**src/rtl/tcc_pkg.sv**
```systemverilog
// Shared types and constants for the text console cursor control unit.
// No dependencies; every other file in rtl/ imports this package.
package tcc_pkg;

    // Screen geometry in character cells.
    localparam int TEXT_COLS  = 80;
    localparam int TEXT_LINES = 30;

    localparam int COL_W  = 7;
    localparam int LINE_W = 5;
    localparam int CHAR_W = 8;
    localparam int ACT_W  = 2;

    localparam int TAB_STOP = 8;

    // Depth of the queue between classifier and executor (a power of two).
    localparam int QUEUE_DEPTH = 4;
    localparam int QUEUE_AW    = $clog2(QUEUE_DEPTH);
    localparam int QUEUE_CW    = $clog2(QUEUE_DEPTH + 1);

    // Control codes.
    localparam logic [CHAR_W-1:0] CH_TAB = 8'h09;
    localparam logic [CHAR_W-1:0] CH_NL  = 8'h0A;
    localparam logic [CHAR_W-1:0] CH_FF  = 8'h0C;
    localparam logic [CHAR_W-1:0] CH_CR  = 8'h0D;
    localparam logic [CHAR_W-1:0] CH_BS  = 8'h08;
    localparam logic [CHAR_W-1:0] CH_DEL = 8'h7F;

    // Cell action codes.
    typedef enum logic [ACT_W-1:0] {
        ACT_NONE       = 2'd0,
        ACT_ERASE      = 2'd1,
        ACT_DRAW       = 2'd2,
        ACT_OVERSTRIKE = 2'd3
    } cell_act_t;

    // Operation class assigned by the front end.
    typedef enum logic [2:0] {
        OP_PRINT,
        OP_TAB,
        OP_NL,
        OP_CR,
        OP_BS,
        OP_DEL,
        OP_FF
    } op_t;

    // One queued request.
    typedef struct packed {
        op_t               op;
        logic [CHAR_W-1:0] char_code;
    } req_t;

    // One finished result.
    typedef struct packed {
        logic [CHAR_W-1:0] echo_byte;
        cell_act_t         cell_action;
        logic [COL_W-1:0]  cell_col;
        logic [LINE_W-1:0] cell_line;
        logic [CHAR_W-1:0] glyph_code;
        logic              scroll_up;
        logic              clear_bottom;
        logic              clear_screen;
        logic [COL_W-1:0]  cursor_col;
        logic [LINE_W-1:0] cursor_line;
    } result_t;

endpackage

```
**src/rtl/tcc_front.sv**
```systemverilog
// Front end: classifies an incoming character byte into an operation.
// Depends on tcc_pkg.
module tcc_front (
    input  logic [7:0]     char_code,
    output tcc_pkg::req_t  req
);
    import tcc_pkg::*;

    always_comb
    begin
        req.char_code = char_code;
        case (char_code)
            CH_TAB:  req.op = OP_TAB;
            CH_NL:   req.op = OP_NL;
            CH_CR:   req.op = OP_CR;
            CH_BS:   req.op = OP_BS;
            CH_DEL:  req.op = OP_DEL;
            CH_FF:   req.op = OP_FF;
            default: req.op = OP_PRINT;
        endcase
    end

endmodule

```
**src/rtl/tcc_queue.sv**
```systemverilog
// Short request queue between the classifier and the executor.
// Depends on tcc_pkg.
module tcc_queue (
    input  logic           clk,
    input  logic           rst_n,
    input  logic           wr_en,
    input  tcc_pkg::req_t  wr_data,
    output logic           full,
    input  logic           rd_en,
    output tcc_pkg::req_t  rd_data,
    output logic           not_empty
);
    import tcc_pkg::*;

    req_t                mem [QUEUE_DEPTH];
    logic [QUEUE_AW-1:0] wr_ptr_reg, wr_ptr_next;
    logic [QUEUE_AW-1:0] rd_ptr_reg, rd_ptr_next;
    logic [QUEUE_CW-1:0] count_reg, count_next;
    logic                do_wr, do_rd;

    assign full      = (count_reg == QUEUE_CW'(QUEUE_DEPTH));
    assign not_empty = (count_reg != '0);
    assign do_wr     = wr_en && !full;
    assign do_rd     = rd_en && not_empty;
    assign rd_data   = mem[rd_ptr_reg];

    always_comb
    begin
        wr_ptr_next = do_wr ? wr_ptr_reg + 1'b1 : wr_ptr_reg;
        rd_ptr_next = do_rd ? rd_ptr_reg + 1'b1 : rd_ptr_reg;
        count_next  = count_reg;
        if (do_wr && !do_rd)
        begin
            count_next = count_reg + 1'b1;
        end
        else if (do_rd && !do_wr)
        begin
            count_next = count_reg - 1'b1;
        end
    end

    always_ff @(posedge clk)
    begin
        if (do_wr)
        begin
            mem[wr_ptr_reg] <= wr_data;
        end
    end

    always_ff @(posedge clk or negedge rst_n)
    begin
        if (!rst_n)
        begin
            wr_ptr_reg <= '0;
            rd_ptr_reg <= '0;
            count_reg  <= '0;
        end
        else
        begin
            wr_ptr_reg <= wr_ptr_next;
            rd_ptr_reg <= rd_ptr_next;
            count_reg  <= count_next;
        end
    end

endmodule

```
**src/rtl/tcc_back.sv**
```systemverilog
// Back end: keeps the cursor state, holds the result in an output register
// and executes one request per cycle unless it is stalled. Depends on tcc_pkg.
module tcc_back (
    input  logic             clk,
    input  logic             rst_n,
    input  logic             req_valid,
    input  tcc_pkg::req_t    req,
    output logic             req_take,
    output logic             res_valid,
    output tcc_pkg::result_t res,
    input  logic             res_take
);
    import tcc_pkg::*;

    localparam logic [COL_W-1:0]  LAST_COL    = COL_W'(TEXT_COLS - 1);
    localparam logic [LINE_W:0]   SCROLL_LINE = (LINE_W + 1)'(TEXT_LINES - 1);
    localparam logic [LINE_W-1:0] KEEP_LINE   = LINE_W'(TEXT_LINES - 2);
    localparam logic [COL_W:0]    COLS_WIDE   = (COL_W + 1)'(TEXT_COLS);
    localparam logic [COL_W:0]    TAB_MASK    = ~((COL_W + 1)'(TAB_STOP - 1));
    localparam logic [COL_W:0]    TAB_INC     = (COL_W + 1)'(TAB_STOP);

    logic [COL_W-1:0]  col_reg, col_next;
    logic [LINE_W-1:0] line_reg, line_next;
    logic [CHAR_W-1:0] last_reg, last_next;
    logic              pend_reg, pend_next;
    logic              out_valid_reg;
    result_t           out_reg, out_next;

    logic [COL_W:0]    col_inc, tab_col;
    logic [LINE_W:0]   line_inc;
    logic              wraps_down;
    logic [COL_W-1:0]  back_col;
    logic [LINE_W-1:0] back_line, down_line;

    assign req_take  = req_valid && (!out_valid_reg || res_take);
    assign res_valid = out_valid_reg;
    assign res       = out_reg;

    // Shared cursor arithmetic.
    always_comb
    begin
        col_inc    = {1'b0, col_reg} + 1'b1;
        tab_col    = ({1'b0, col_reg} & TAB_MASK) + TAB_INC;
        line_inc   = {1'b0, line_reg} + 1'b1;
        wraps_down = (line_inc >= SCROLL_LINE);
        down_line  = wraps_down ? KEEP_LINE : line_inc[LINE_W-1:0];
        back_col   = col_reg;
        back_line  = line_reg;
        if (col_reg != '0)
        begin
            back_col = col_reg - 1'b1;
        end
        else if (line_reg != '0)
        begin
            back_col  = LAST_COL;
            back_line = line_reg - 1'b1;
        end
    end

    always_comb
    begin
        col_next  = col_reg;
        line_next = line_reg;
        last_next = last_reg;
        pend_next = 1'b0;

        out_next              = '0;
        out_next.echo_byte    = req.char_code;
        out_next.cell_action  = ACT_NONE;

        case (req.op)
            OP_TAB:
            begin
                if (tab_col >= COLS_WIDE)
                begin
                    col_next           = '0;
                    line_next          = down_line;
                    out_next.scroll_up = wraps_down;
                end
                else
                begin
                    col_next = tab_col[COL_W-1:0];
                end
            end
            OP_NL:
            begin
                col_next           = '0;
                line_next          = down_line;
                out_next.scroll_up = wraps_down;
            end
            OP_CR:
            begin
                col_next = '0;
            end
            OP_BS:
            begin
                col_next  = back_col;
                line_next = back_line;
                pend_next = 1'b1;
            end
            OP_DEL:
            begin
                col_next             = back_col;
                line_next            = back_line;
                out_next.cell_action = ACT_ERASE;
                out_next.cell_col    = back_col;
                out_next.cell_line   = back_line;
            end
            OP_FF:
            begin
                col_next              = '0;
                line_next             = '0;
                out_next.clear_screen = 1'b1;
            end
            default:
            begin
                // Printable: overstrike when it retypes the backspaced glyph.
                out_next.cell_action = (pend_reg && req.char_code == last_reg)
                                       ? ACT_OVERSTRIKE : ACT_DRAW;
                out_next.cell_col    = col_reg;
                out_next.cell_line   = line_reg;
                out_next.glyph_code  = req.char_code;
                last_next            = req.char_code;
                if (col_inc >= COLS_WIDE)
                begin
                    col_next              = '0;
                    line_next             = down_line;
                    out_next.scroll_up    = wraps_down;
                    out_next.clear_bottom = wraps_down;
                end
                else
                begin
                    col_next = col_inc[COL_W-1:0];
                end
            end
        endcase

        out_next.cursor_col  = col_next;
        out_next.cursor_line = line_next;
    end

    always_ff @(posedge clk)
    begin
        if (req_take)
        begin
            out_reg <= out_next;
        end
    end

    always_ff @(posedge clk or negedge rst_n)
    begin
        if (!rst_n)
        begin
            col_reg       <= '0;
            line_reg      <= '0;
            last_reg      <= '0;
            pend_reg      <= 1'b0;
            out_valid_reg <= 1'b0;
        end
        else
        begin
            if (req_take)
            begin
                col_reg  <= col_next;
                line_reg <= line_next;
                last_reg <= last_next;
                pend_reg <= pend_next;
            end
            if (req_take)
            begin
                out_valid_reg <= 1'b1;
            end
            else if (res_take)
            begin
                out_valid_reg <= 1'b0;
            end
        end
    end

endmodule

```
**src/rtl/text_console_cursor_control_unit.sv**
```systemverilog
// Top level of the text console cursor control unit.
// Depends on tcc_pkg, tcc_front, tcc_queue and tcc_back.
//
//   channel  | handshake             | payload
//   ---------+-----------------------+---------------------------------------
//   input    | push / full           | char_code
//   result   | empty / pop           | echo_byte, cell_action, cell_col,
//            |                       | cell_line, glyph_code, scroll_up,
//            |                       | clear_bottom, clear_screen,
//            |                       | cursor_col, cursor_line
//
// Sustained rate is one request per cycle unless results stall; the executor's
// cursor update is a combinational compare-and-increment. A request accepted
// into an empty unit passes the queue write, then the executor's output
// register, before it shows on the result ports. Reset clears the queue, the
// cursor, the last glyph and the pending flag. A stalled result holds in the
// output register while up to four more requests collect; full rises only then.
module text_console_cursor_control_unit (
    input  logic                         clk,
    input  logic                         rst_n,
    input  logic                         push,
    output logic                         full,
    input  logic [tcc_pkg::CHAR_W-1:0]   char_code,
    output logic                         empty,
    input  logic                         pop,
    output logic [tcc_pkg::CHAR_W-1:0]   echo_byte,
    output logic [tcc_pkg::ACT_W-1:0]    cell_action,
    output logic [tcc_pkg::COL_W-1:0]    cell_col,
    output logic [tcc_pkg::LINE_W-1:0]   cell_line,
    output logic [tcc_pkg::CHAR_W-1:0]   glyph_code,
    output logic                         scroll_up,
    output logic                         clear_bottom,
    output logic                         clear_screen,
    output logic [tcc_pkg::COL_W-1:0]    cursor_col,
    output logic [tcc_pkg::LINE_W-1:0]   cursor_line
);
    import tcc_pkg::*;

    req_t    class_req;
    req_t    queue_head;
    logic    queue_not_empty;
    logic    queue_take;
    logic    res_valid;
    result_t res;

    // Classify the byte on the way in.
    tcc_front u_front (
        .char_code (char_code),
        .req       (class_req)
    );

    // Buffer classified requests so each side stalls on its own.
    tcc_queue u_queue (
        .clk       (clk),
        .rst_n     (rst_n),
        .wr_en     (push),
        .wr_data   (class_req),
        .full      (full),
        .rd_en     (queue_take),
        .rd_data   (queue_head),
        .not_empty (queue_not_empty)
    );

    // Execute against the cursor state and hold the result.
    tcc_back u_back (
        .clk       (clk),
        .rst_n     (rst_n),
        .req_valid (queue_not_empty),
        .req       (queue_head),
        .req_take  (queue_take),
        .res_valid (res_valid),
        .res       (res),
        .res_take  (pop)
    );

    // Drive the result ports from the output register.
    assign empty        = !res_valid;
    assign echo_byte    = res.echo_byte;
    assign cell_action  = res.cell_action;
    assign cell_col     = res.cell_col;
    assign cell_line    = res.cell_line;
    assign glyph_code   = res.glyph_code;
    assign scroll_up    = res.scroll_up;
    assign clear_bottom = res.clear_bottom;
    assign clear_screen = res.clear_screen;
    assign cursor_col   = res.cursor_col;
    assign cursor_line  = res.cursor_line;

endmodule
```
**config.mk**
```make
export PLATFORM = sky130hd
export DESIGN_NAME = text_console_cursor_control_unit
export DESIGN_NICKNAME = d
export VERILOG_FILES = /design/src/rtl/tcc_pkg.sv /design/src/rtl/tcc_front.sv /design/src/rtl/tcc_queue.sv /design/src/rtl/tcc_back.sv /design/src/rtl/text_console_cursor_control_unit.sv
export SDC_FILE = /design/constraint.sdc
export NUM_CORES = 1
export LEC_CHECK = 0
export ABC_AREA = 0
export ABC_CLOCK_PERIOD_IN_PS = 10100
export BUFFER_PORTS_ARGS = -buffer_cell sky130_fd_sc_hd__buf_4
export CORE_AREA = 8 8 112 114
export CTS_CLUSTER_DIAMETER = 200
export CTS_CLUSTER_SIZE = 16
export DETAILED_ROUTE_END_ITERATION = 8
export DIE_AREA = 0 0 120 122
export GPL_TIMING_DRIVEN = 0
export PLACE_DENSITY = 0.74
export SLEW_MARGIN = 20
export SYNTH_ARGS = -nofsm -noshare
export SYNTH_HDL_FRONTEND = slang
export SYNTH_HIERARCHICAL = 1
export SYNTH_SLANG_ARGS = --single-unit
```
**constraint.sdc**
```tcl
create_clock -name clk -period 10.1 [get_ports clk]
set_input_delay 0 -clock clk [delete_from_list [all_inputs] [get_ports clk]]
set_output_delay 0 -clock clk [all_outputs]
set_load 0.02 [all_outputs]
```
# After elaboration in Yosys (flattened, before gate mapping)
# Memory sizes are Yosys's and may differ from the RTL's.
# Cells that the tools add are included.
[word_totals] mem_bits_rw=44 in_bits=12 reg_bits=74 mem_count=1
[classes] bitwise=2 n_lt_le_gt_ge=3 reduce_logical=23 eq_ne=14 mux=25 addsub=9
[memory_table] name="u_queue.mem" words=4 width=11 read_ports=1 rd_clocked_by_memory_dff=0 wr=1 line="tcc_queue.sv:15" rtl="req_t mem [QUEUE_DEPTH];"
[op_table] operator="== test 8 x 4 -> 1 bit, second input constant" n=5
[op_table] operator="two-way mux 7 bit" n=4
[op_table] operator="case mux 14 bit (2 select lines)" n=1
[op_table] operator="two-way mux 5 bit" n=5
[op_table] operator="case mux 5 bit (5 select lines)" n=1
[op_table] operator="case mux 7 bit (3 select lines)" n=1
[op_table] operator="case mux 3 bit (6 select lines)" n=1
[op_table] operator=">= comparator 8 x 7 -> 1 bit, second input constant" n=2
[op_table] operator="== test 3 bit, second input constant" n=4
[op_table] operator="adder 7 x 1 -> 8 bit, second input constant" n=1
[op_table] operator="adder 7 x 4 -> 8 bit, second input constant" n=1
[op_table] operator="== test 8 x 7 -> 1 bit, second input constant" n=1
[op_table] operator="== test 8 bit" n=1
[op_table] operator="two-way mux 1 bit" n=8
[op_table] operator="nonzero test 7 bit" n=1
[op_table] operator="OR reduction 7 bit" n=1
[op_table] operator="subtractor 7 x 1 -> 7 bit, second input constant" n=1
[op_table] operator="adder 5 x 1 -> 6 bit, second input constant" n=1
[op_table] operator="== test 3 x 2 -> 1 bit, second input constant" n=2
[op_table] operator=">= comparator 6 x 5 -> 1 bit, second input constant" n=1
[op_table] operator="logical AND 1 bit" n=6
[op_table] operator="two-way mux 3 bit" n=2
[op_table] operator="OR reduction 6 bit" n=1
[op_table] operator="nonzero test 5 bit" n=1
[op_table] operator="other kinds (17)" n=23

# Longest topological paths before layout
# Gate-level depths: netlist of run 1.
[logic_depth] ltp_word=7 ltp_mapped=11

# By module
# Netlist of run 1, hierarchy kept.
[modules_own_cells] module="tcc_back" instances=1 cells_each=330 area_per_inst_um2=3616.0
[modules_own_cells] module="tcc_queue" instances=1 cells_each=92 area_per_inst_um2=2055.7
[modules_own_cells] module="tcc_front" instances=1 cells_each=18 area_per_inst_um2=135.1
[modules_own_cells] module="text_console_cursor_control_unit" instances=1 cells_each=1 area_per_inst_um2=3.8

# Least setup slack after synthesis of run 1
# Ideal clock, no wire load.
[synth_path] path_type="flip-flop to flip-flop" start="reg u_queue.count_reg[0]" end="reg u_queue.count_reg[1]" stages_incl_launch_ff=10 required_time_ns=9.975 arrival_ns=3.549 slack_ns=6.427 path_buffers=1 cell_sequence="dfrtp_1 > or3_4 > nand2_1 > inv_1 > clkbuf_1 > nand2_1 > ha_1 > inv_1 > fa_1 > mux2_2"
[synth_between] elab_chain_len=6 elab_cells_between_ends=15 cone_classes="add/sub (2); eq/ne (1); mux (2); reduce/logical (10)"
[synth_rtl] element="from (decl)" line="tcc_queue.sv:18" rtl="logic [QUEUE_CW-1:0] count_reg, count_next;"
[synth_rtl] element="from (signal assigned)" line="tcc_queue.sv:62" rtl="count_reg <= count_next;"
[synth_rtl] element="nonzero test 3 bit" line="tcc_queue.sv:22" rtl="assign not_empty = (count_reg != '0);"
[synth_rtl] element="via queue_not_empty" line="text_console_cursor_control_unit.sv:41" rtl="logic queue_not_empty;"
[synth_rtl] element="logical AND 1 bit" line="tcc_back.sv:35" rtl="assign req_take = req_valid && (!out_valid_reg || res_take);"
[synth_rtl] element="via queue_take" line="text_console_cursor_control_unit.sv:42" rtl="logic queue_take;"
[synth_rtl] element="logical AND 1 bit" line="tcc_queue.sv:24" rtl="assign do_rd = rd_en && not_empty;"
[synth_rtl] element="logical NOT 1 bit" line="tcc_queue.sv:32" rtl="if (do_wr && !do_rd)"
[synth_rtl] element="logical AND 1 bit" line="tcc_queue.sv:32"
[synth_rtl] element="two-way mux 3 bit" line="tcc_queue.sv:32"
[synth_rtl] element="via u_queue.count_next[1]" line="tcc_queue.sv:18"
# The timed path passes the listed nets, and every way through them passes these cells. The select of a mux whose other input is x is not followed.
# A chain may end at the register's enable or synchronous reset.

# Worst setup path after layout of run 1
[layout_path] start="reg u_queue.count_reg[0]" end="reg u_queue.count_reg[2]"
[layout_between] elab_chain_len=6 elab_cells_between_ends=15 cone_classes="add/sub (2); eq/ne (1); mux (2); reduce/logical (10)"
[layout_rtl] element="nonzero test 3 bit (*)" line="tcc_queue.sv:22"
[layout_rtl] element="via queue_not_empty" line="text_console_cursor_control_unit.sv:41"
[layout_rtl] element="logical AND 1 bit (*)" line="tcc_back.sv:35"
[layout_rtl] element="via queue_take" line="text_console_cursor_control_unit.sv:42"
[layout_rtl] element="logical AND 1 bit (*)" line="tcc_queue.sv:24"
[layout_rtl] element="logical NOT 1 bit" line="tcc_queue.sv:32"
[layout_rtl] element="logical AND 1 bit" line="tcc_queue.sv:32"
[layout_rtl] element="two-way mux 3 bit or nonzero test 2 bit (tied branches)"
# Mark *: on every way through the listed nets, which the timed path passes. The rest lies on a longest branch. The select of a mux whose other input is x is not followed.

==> results of run 1 <==
-- synth_stat cells (all sizes together), types with 2 or more instances --
library cell / instances
buf: 20
o211ai: 2
or4b: 2
nor3: 16
clkbuf: 11
mux2: 16
a21oi: 18
and2: 16
o2bb2ai: 4
nor2: 15
nor2b: 5
ha: 13
nand4: 4
nand2b: 3
xor2: 12
o31ai: 7
nor3b: 5
nand3: 13
a2bb2oi: 2
or3: 5
nor4: 5
a211oi: 3
mux4: 11
a31oi: 6
and3: 5
inv: 15
a22oi: 2
edfxtp: 89
a22o: 4
dfrtp: 29
o22ai: 6
nand2: 31
mux2i: 3
xnor2: 7
o21ai: 18
o21a: 2
-- per-layer routing --
| metal | vias to the layer above | GRT usage |
|---|---|---|
| met5 | - | 0 |
| met4 | 0 | 0.0726 |
| met3 | 19 | 0.0555 |
| met2 | 120 | 0.321 |
| met1 | 1980 | 0.212 |
| li1 | 1853 | - |
-- metrics by stage --
stage / hold slack (ns) / utilization / setup WS (ns)
floorplan: -0.296 / - / 6.43
global placement: -0.0460 / 0.600 / 5.52
detailed placement: -0.0302 / 0.601 / 7.08
CTS: 0.301 / 0.669 / 7.05
global route: 0.335 / 0.669 / 6.86
finish: 0.344 / 0.669 / 7.07
-- area by class of cell --
cell class	instances	area, um^2	area share
inverters	16	60.1	0.00839
well taps	140	175	0.0245
repair buffers	71	576	0.0804
flip-flops and latches	118	3400	0.475
multi-input cells	276	2160	0.302
plain buffers	31	195	0.0273
clock inverters	14	174	0.0243
clock buffers	18	418	0.0584
-- cells by family (layout without fill, tap and decap cells) --
family	Yosys count	in the layout	synth area share
xor+xnor	19	19	0.0286
compound gates	86	86	0.103
flops	118	118	0.585
fa+ha+maj	14	14	0.0314
simple gates	127	127	0.124
buf+inv	47	150	0.0433
mux	30	30	0.0853
-- critical path, stage by stage, from the launching register on --
cell      delay, ns
dfrtp_1        0.46
or3_4          0.44
nand2_1        0.13
inv_1          0.09
clkbuf_4       0.46
nand2_1        0.26
ha_1           0.21
inv_1          0.06
fa_1           0.38
xor2_1         0.15
nor2_1         0.11
xor2_1         0.15
-- cells in the final DEF, fill, tap and decap left out, types with 5 or more instances in the layout --
cell,Yosys,layout
a31oi_1,6,6
o21ai_0,17,17
inv_1,14,14
mux4_1,8,8
clkbuf_1,11,11
a21oi_1,17,17
dlygate4sd3_1,0,12
dfrtp_1,29,29
and2_1,11,11
o22ai_1,6,6
nand3_1,12,12
ha_1,13,13
o31ai_1,6,6
nor2_1,14,14
buf_2,6,6
clkbuf_16,0,16
nor4_1,5,5
xnor2_1,7,7
edfxtp_1,89,89
xor2_1,12,12
nand2_1,31,31
buf_4,10,68
nor3_1,15,15
mux2_2,14,14
and3_1,5,5
-- how the worst min path moves through the flow --
stage | to | start
after floorplan | u_back/col_reg[0] | rst_n
after global placement | u_back/line_reg[0] | rst_n
after detailed placement | u_back/line_reg[0] | rst_n
after CTS | u_queue/mem[1][7] | char_code[7]
after global routing | u_queue/mem[2][7] | char_code[7]
final | u_queue/mem[1][7] | char_code[7]
-- repair_timing --
action | in CTS | in global routing
endpoints found under the hold margin | 76 | 0
resized for setup | 0 | 0
hold buffers | 13 | 0
-- power by group --
part	internal [mW]	switching, mW	total (mW)
combinational	0.439	0.676	1.11
sequential	0.744	0.0815	0.825
clock	0.378	0.222	0.600
total	1.56	0.980	2.54
==> key figures, run 1 <==
Drt
  – DR DRC count: 0
  – WL met1: 5380 um
  – Per-cell routed wire length: 19.0 um
  – Vias per cell: 5.81
  – DR WL met3: 691 um
  – Routed wl met2: 6710 um
  – Top sig layer: met4
  – Drt first pass iters: 4
  – Drt total wl: 13000 um
  – Antenna-violating nets left: 0
  – Via count: 3972
  – DRT iter0 DRCs: 243

Floorplan
  – Die ar.: 14600 um^2
  – Core Area: 10700 um^2
  – Initial Utilization: 0.543
  – Die Span X: 120 um
  – Std-Cell Rows: 38
  – Top-Level Pins: 59
  – Die Ht: 122 um

Logic synthesis
  – Yosys warning total: 6
  – Area leader, netlist: edfxtp_1
  – Synth Instances: 441
  – Seq/Total Area, Yosys: 0.585
  – Synth Register Bits: 118
  – Top FF cell, synth: edfxtp_1
  – Mapped Nets: 467
  – Synth Area per Inst: 13.2 um^2
  – Mapped cell area: 5810 um^2
  – Post-synth EDFFs: 89
  – Netlist cell types: 70
  – Ys async rst share: 0.246
  – Synth area leaders: edfxtp_1, dfrtp_1, mux4_1, ha_1, mux2_2
  – Top-area cell type share of the netlist area: 0.460

Finish
  – Max reg flops: 45
  – Final Cell Area: 7160 um^2
  – Nets: 557
  – Fill cell count: 768
  – # diodes: 0
  – Final Non-Filler Cells: 684
  – Synth-to-Final Area Change: 23.2%
  – Layout cells sized above 1: 0.270

Place
  – Area after DPL: 6420 um^2
  – Gpl congestion: 0.952
  – Detail Placement HPWL: 8650 um
  – Placed Cells: 639
  – Count of buffers from port buffering: 58

Setup path
  – Worst R2R Start: u_queue/count_reg[0]
  – Crit path capture type: register
  – Last element of the critical path: u_queue/count_reg[2]
  – Reg2Reg Depth: 11
  – Highest fanout seen on the critical path: 56
  – R2r setup slk: 7.07 ns
  – WP data required: 10.53 ns
  – CP Class: reg2reg
  – RR Endpoint: u_queue/count_reg[2]
  – Critical path origin: u_queue/count_reg[0]
  – Critical Path Start Type: register
  – Worst path arrival time: 3.46 ns

Timing
  – Final Hold Fails: 0
  – Fin crit share: 0.300
  – Clock skew: 0.0106 ns
  – Highest Clock Rate: 0.330 GHz
  – Setup_tns: 0 ns
  – Endpoints failing setup: 0
  – Relative slew slack: 0.491
  – RSZ-0062 raised after global routing: false
  – Final critical-path required period: 3.03 ns
  – Final Max Slew Viols: 0
  – Least-Margin Pin Slew: 0.762 ns

Clock network
  – Setup repair bufs after CTS: 0
  – CTS max path bufs: 2
  – CTS tree: yes
  – CTS Buf Count: 17
  – CTS Sinks: 118
  – Clock latency at the later pin of the worst-skew pair: 0.52 ns
  – H-tree Lvls: 4
  – CTS Root Cell: clkbuf_8
  – Worst-path clk slew: 0.06 ns

Global route
  – Grt ovf: 0
  – GRT Total Usage: 0.185
  – Initial antenna violation count: 0
  – Via count of the first global-routing pass: 4105
  – Largest net degree at the start of global routing: 57
  – First-pass GRT wire length: 21100 um

Power and ir drop
  – Pwr Total: 2.54 mW
  – LEAKAGE: 2.84 nW
  – PwrDens: 355 nW/um^2
  – Worst vdd ir: 167 uV

Min path
  – Hold path depth: 3
  – HP Class: in2reg

Flow run
  – Max-cap viol count: 0

Run status
  – Status: finished clean
Power figures use the tool's default switching activity.
==> inputs of run 2 (changes only) <==
- ABC_CLOCK_PERIOD_IN_PS: 10100 -> 2700
- CORE_AREA: 8 8 112 114 -> 8 8 114 116
- DIE_AREA: 0 0 120 122 -> 0 0 122 124
- PLACE_DENSITY: 0.74 -> 0.75
- clock period: 10.1 -> 2.7 ns (I/O delays scaled with it)
==> run 2 against run 1 <==
  * First-iteration DRC count rose by 16%
  * Power rose to 3.8 times the previous value
  * Largest power group unchanged
  * Highest routed layer unchanged
  * Wire length fell by 1.7%
==> key figures, run 2 (synthesis results as in run 1) <==
Floorplan
  – Die Span X: 122 um (was 120 um)
  – Initial Utilization: 0.520 (was 0.543)
  – Die ar.: 15100 um^2 (was 14600 um^2)
  – Die Ht: 124 um (was 122 um)
  – Std-Cell Rows: 39 (was 38)
  – Top-Level Pins: 59 (unchanged)
  – Core Area: 11200 um^2 (was 10700 um^2)

Drt
  – Via count: 3974 (was 3972)
  – Vias per cell: 5.75 (was 5.81)
  – Drt total wl: 12800 um (was 13000 um)
  – DRT iter0 DRCs: 281 (was 243)
  – Antenna-violating nets left: 0 (unchanged)
  – Drt first pass iters: 5 (was 4)
  – Per-cell routed wire length: 18.5 um (was 19.0 um)
  – DR DRC count: 0 (unchanged)

Global route
  – First-pass GRT wire length: 20100 um (was 21100 um)
  – Initial antenna violation count: 0 (unchanged)
  – Largest net degree at the start of global routing: 57 (unchanged)
  – Grt ovf: 0 (unchanged)
  – GRT Total Usage: 0.175 (was 0.185)
  – Via count of the first global-routing pass: 3983 (was 4105)

Finish
  – Commonest cells after routing, fill and taps aside: edfxtp_1, buf_4, nand2_1, dfrtp_1, clkbuf_16 (was edfxtp_1, buf_4, nand2_1, dfrtp_1)
  – Leading cell type in the layout, fill and taps excluded: edfxtp_1 (unchanged)
  – Nets: 561 (was 557)
  – Final Non-Filler Cells: 691 (was 684)
  – Utilization after layout: 0.648 (was 0.669)
  – Layout cells sized above 1: 0.310 (was 0.270)
  – Synth-to-Final Area Change: 24.6% (was 23.2%)
  – # diodes: 0 (unchanged)
  – Max reg flops: 45 (unchanged)
  – Final Cell Area: 7240 um^2 (was 7160 um^2)

Clock network
  – CTS max path bufs: 2 (unchanged)
  – CTS tree: yes (unchanged)
  – Worst-path clk slew: 0.06 ns (about the same)
  – CTS Root Cell: clkbuf_16 (was clkbuf_8)
  – Clock latency at the later pin of the worst-skew pair: 0.41 ns (was 0.52 ns)
  – CTS Buf Count: 17 (unchanged)
  – H-tree Lvls: 4 (unchanged)
  – CTS Sinks: 118 (unchanged)

Place
  – Gpl congestion: 0.953 (was 0.952)
  – Detail Placement HPWL: 8820 um (was 8650 um)
  – Count of buffers from port buffering: 58 (unchanged)
  – Worst slack at placement: -0.300 ns (was 7.08 ns)
  – Placed Cells: 642 (was 639)
  – Area after DPL: 6430 um^2 (was 6420 um^2)

Setup path
  – RR Endpoint: u_back/res[0] (was u_queue/count_reg[2])
  – Highest fanout seen on the critical path: 10 (was 56)
  – Worst R2R Start: u_queue/rd_ptr_reg[0] (was u_queue/count_reg[0])
  – R2r setup slk: 0.02 ns (was 7.07 ns)
  – Critical Path Start Type: register (unchanged)
  – Reg2Reg Depth: 10 (was 11)
  – CP Class: reg2reg (unchanged)
  – Critical path origin: u_queue/rd_ptr_reg[0] (was u_queue/count_reg[0])
  – Crit path capture type: register (unchanged)
  – Worst path arrival time: 2.84 ns (was 3.46 ns)
  – Last element of the critical path: u_back/res[0] (was u_queue/count_reg[2])
  – WP data required: 2.86 ns (was 10.53 ns)

Power and ir drop
  – Net Sw Frac: 0.397 (was 0.386)
  – Clock share of power: 0.218 (was 0.236)
  – Combinational power share: 0.460 (was 0.439)
  – LEAKAGE: 2.87 nW (was 2.84 nW)
  – PwrDens: 1330 nW/um^2 (was 355 nW/um^2)
  – Sequential power share: 0.322 (was 0.325)
  – Internal power: 5.81 mW (was 1.56 mW)
  – Worst vdd ir: 612 uV (was 167 uV)
  – Pwr Total: 9.62 mW (was 2.54 mW)
  – Sw Pwr: 3.82 mW (was 0.980 mW)

Timing
  – Least-Margin Pin Slew: 0.697 ns (was 0.762 ns)
  – Fin crit share: 0.994 (was 0.300)
  – Setup_tns: 0 ns (unchanged)
  – Final hold slack: 0.0152 ns (was 0.344 ns)
  – Final critical-path required period: 2.68 ns (was 3.03 ns)
  – Final Hold Fails: 0 (unchanged)
  – Relative slew slack: 0.534 (was 0.491)
  – Endpoints failing setup: 0 (unchanged)
  – Clock skew: 0.00666 ns (was 0.0106 ns)
  – Final WS setup: 0.0150 ns (was 7.07 ns)
  – Highest Clock Rate: 0.372 GHz (was 0.330 GHz)
  – Final Max Slew Viols: 0 (unchanged)

Min path
  – HP Class: in2reg (unchanged)
  – Hold Startpoint: push (was char_code[7])

Run status
  – Status: finished clean (unchanged)

Flow run
  – Max-cap viol count: 0 (unchanged)
run 2: cell types whose count changed in the layout (fill, tap and decap cells not counted), moves of 3 or more:
cell and change:
inv_8 +3, nand2_1 -3, dfrtp_1 -3, clkbuf_1 -4, dfrtp_2 +3, o21ai_0 -3, bufinv_16 -3, o21ai_1 +3
buf_2 -3, inv_6 +3, buf_4 +10
run 2: worst min-delay path by stage:
stage | endpoint | slack (ns) | depth (start not counted)
floorplan | u_back/col_reg[0] | -0.30 | 0
global placement | u_back/col_reg[1] | -0.05 | 1
detailed placement | u_back/col_reg[0] | -0.05 | 1
CTS | u_queue/wr_ptr_reg[0] | 0.01 | 4
global route | u_queue/wr_ptr_reg[0] | 0.03 | 4
finish | u_queue/wr_ptr_reg[0] | 0.02 | 4
run 2: power by group through the flow:
| stage | sequential [mW] | combinational [mW] | clock, mW |
|---|---|---|---|
| 2_1_floorplan | 3.46 | 2.47 | 0 |
| 3_3_place_gp | 3.08 | 4.06 | 0 |
| 3_5_place_dp | 3.12 | 4.12 | 0 |
| 4_1_cts | 3.09 | 4.29 | 2.13 |
| 5_1_grt | 3.18 | 4.78 | 2.20 |
| 6_report | 3.10 | 4.43 | 2.09 |
run 2: area by class of cell:
| cell class | instances | area [um^2] |
|---|---|---|
| flip-flops and latches | 118 | 3400 |
| inverters | 16 | 62.6 |
| plain buffers | 29 | 223 |
| fillers | 808 | 3930 |
| clock inverters | 15 | 133 |
| clock buffers | 17 | 425 |
| well taps | 143 | 179 |
| repair buffers | 77 | 607 |
| multi-input cells | 276 | 2210 |
run 2: worst max-delay path: stages (launching register included):
cell,delay [ns]
dfrtp_2,0.40
buf_12,0.12
mux4_2,0.52
buf_4,0.19
nand3_1,0.09
and2_1,0.15
buf_4,0.17
a31oi_2,0.06
a21oi_2,0.34
a2bb2oi_1,0.29
o21ai_1,0.10
run 2: timing repair:
item / 4_1_cts / 5_1_grt
gates cloned: 0 / 1
setup endpoints to repair: 42 / 39
hold endpoints to repair: 74 / 0
setup buffers: 2 / 6
pin swaps: 2 / 2
hold buffers: 10 / 0
resized for setup: 16 / 11
run 2: layer usage:
layer  global-route usage  share of wire
met1                0.203           0.41
met2                0.286           0.49
met3               0.0567          0.069
met4               0.0894          0.028
met5                    0              0
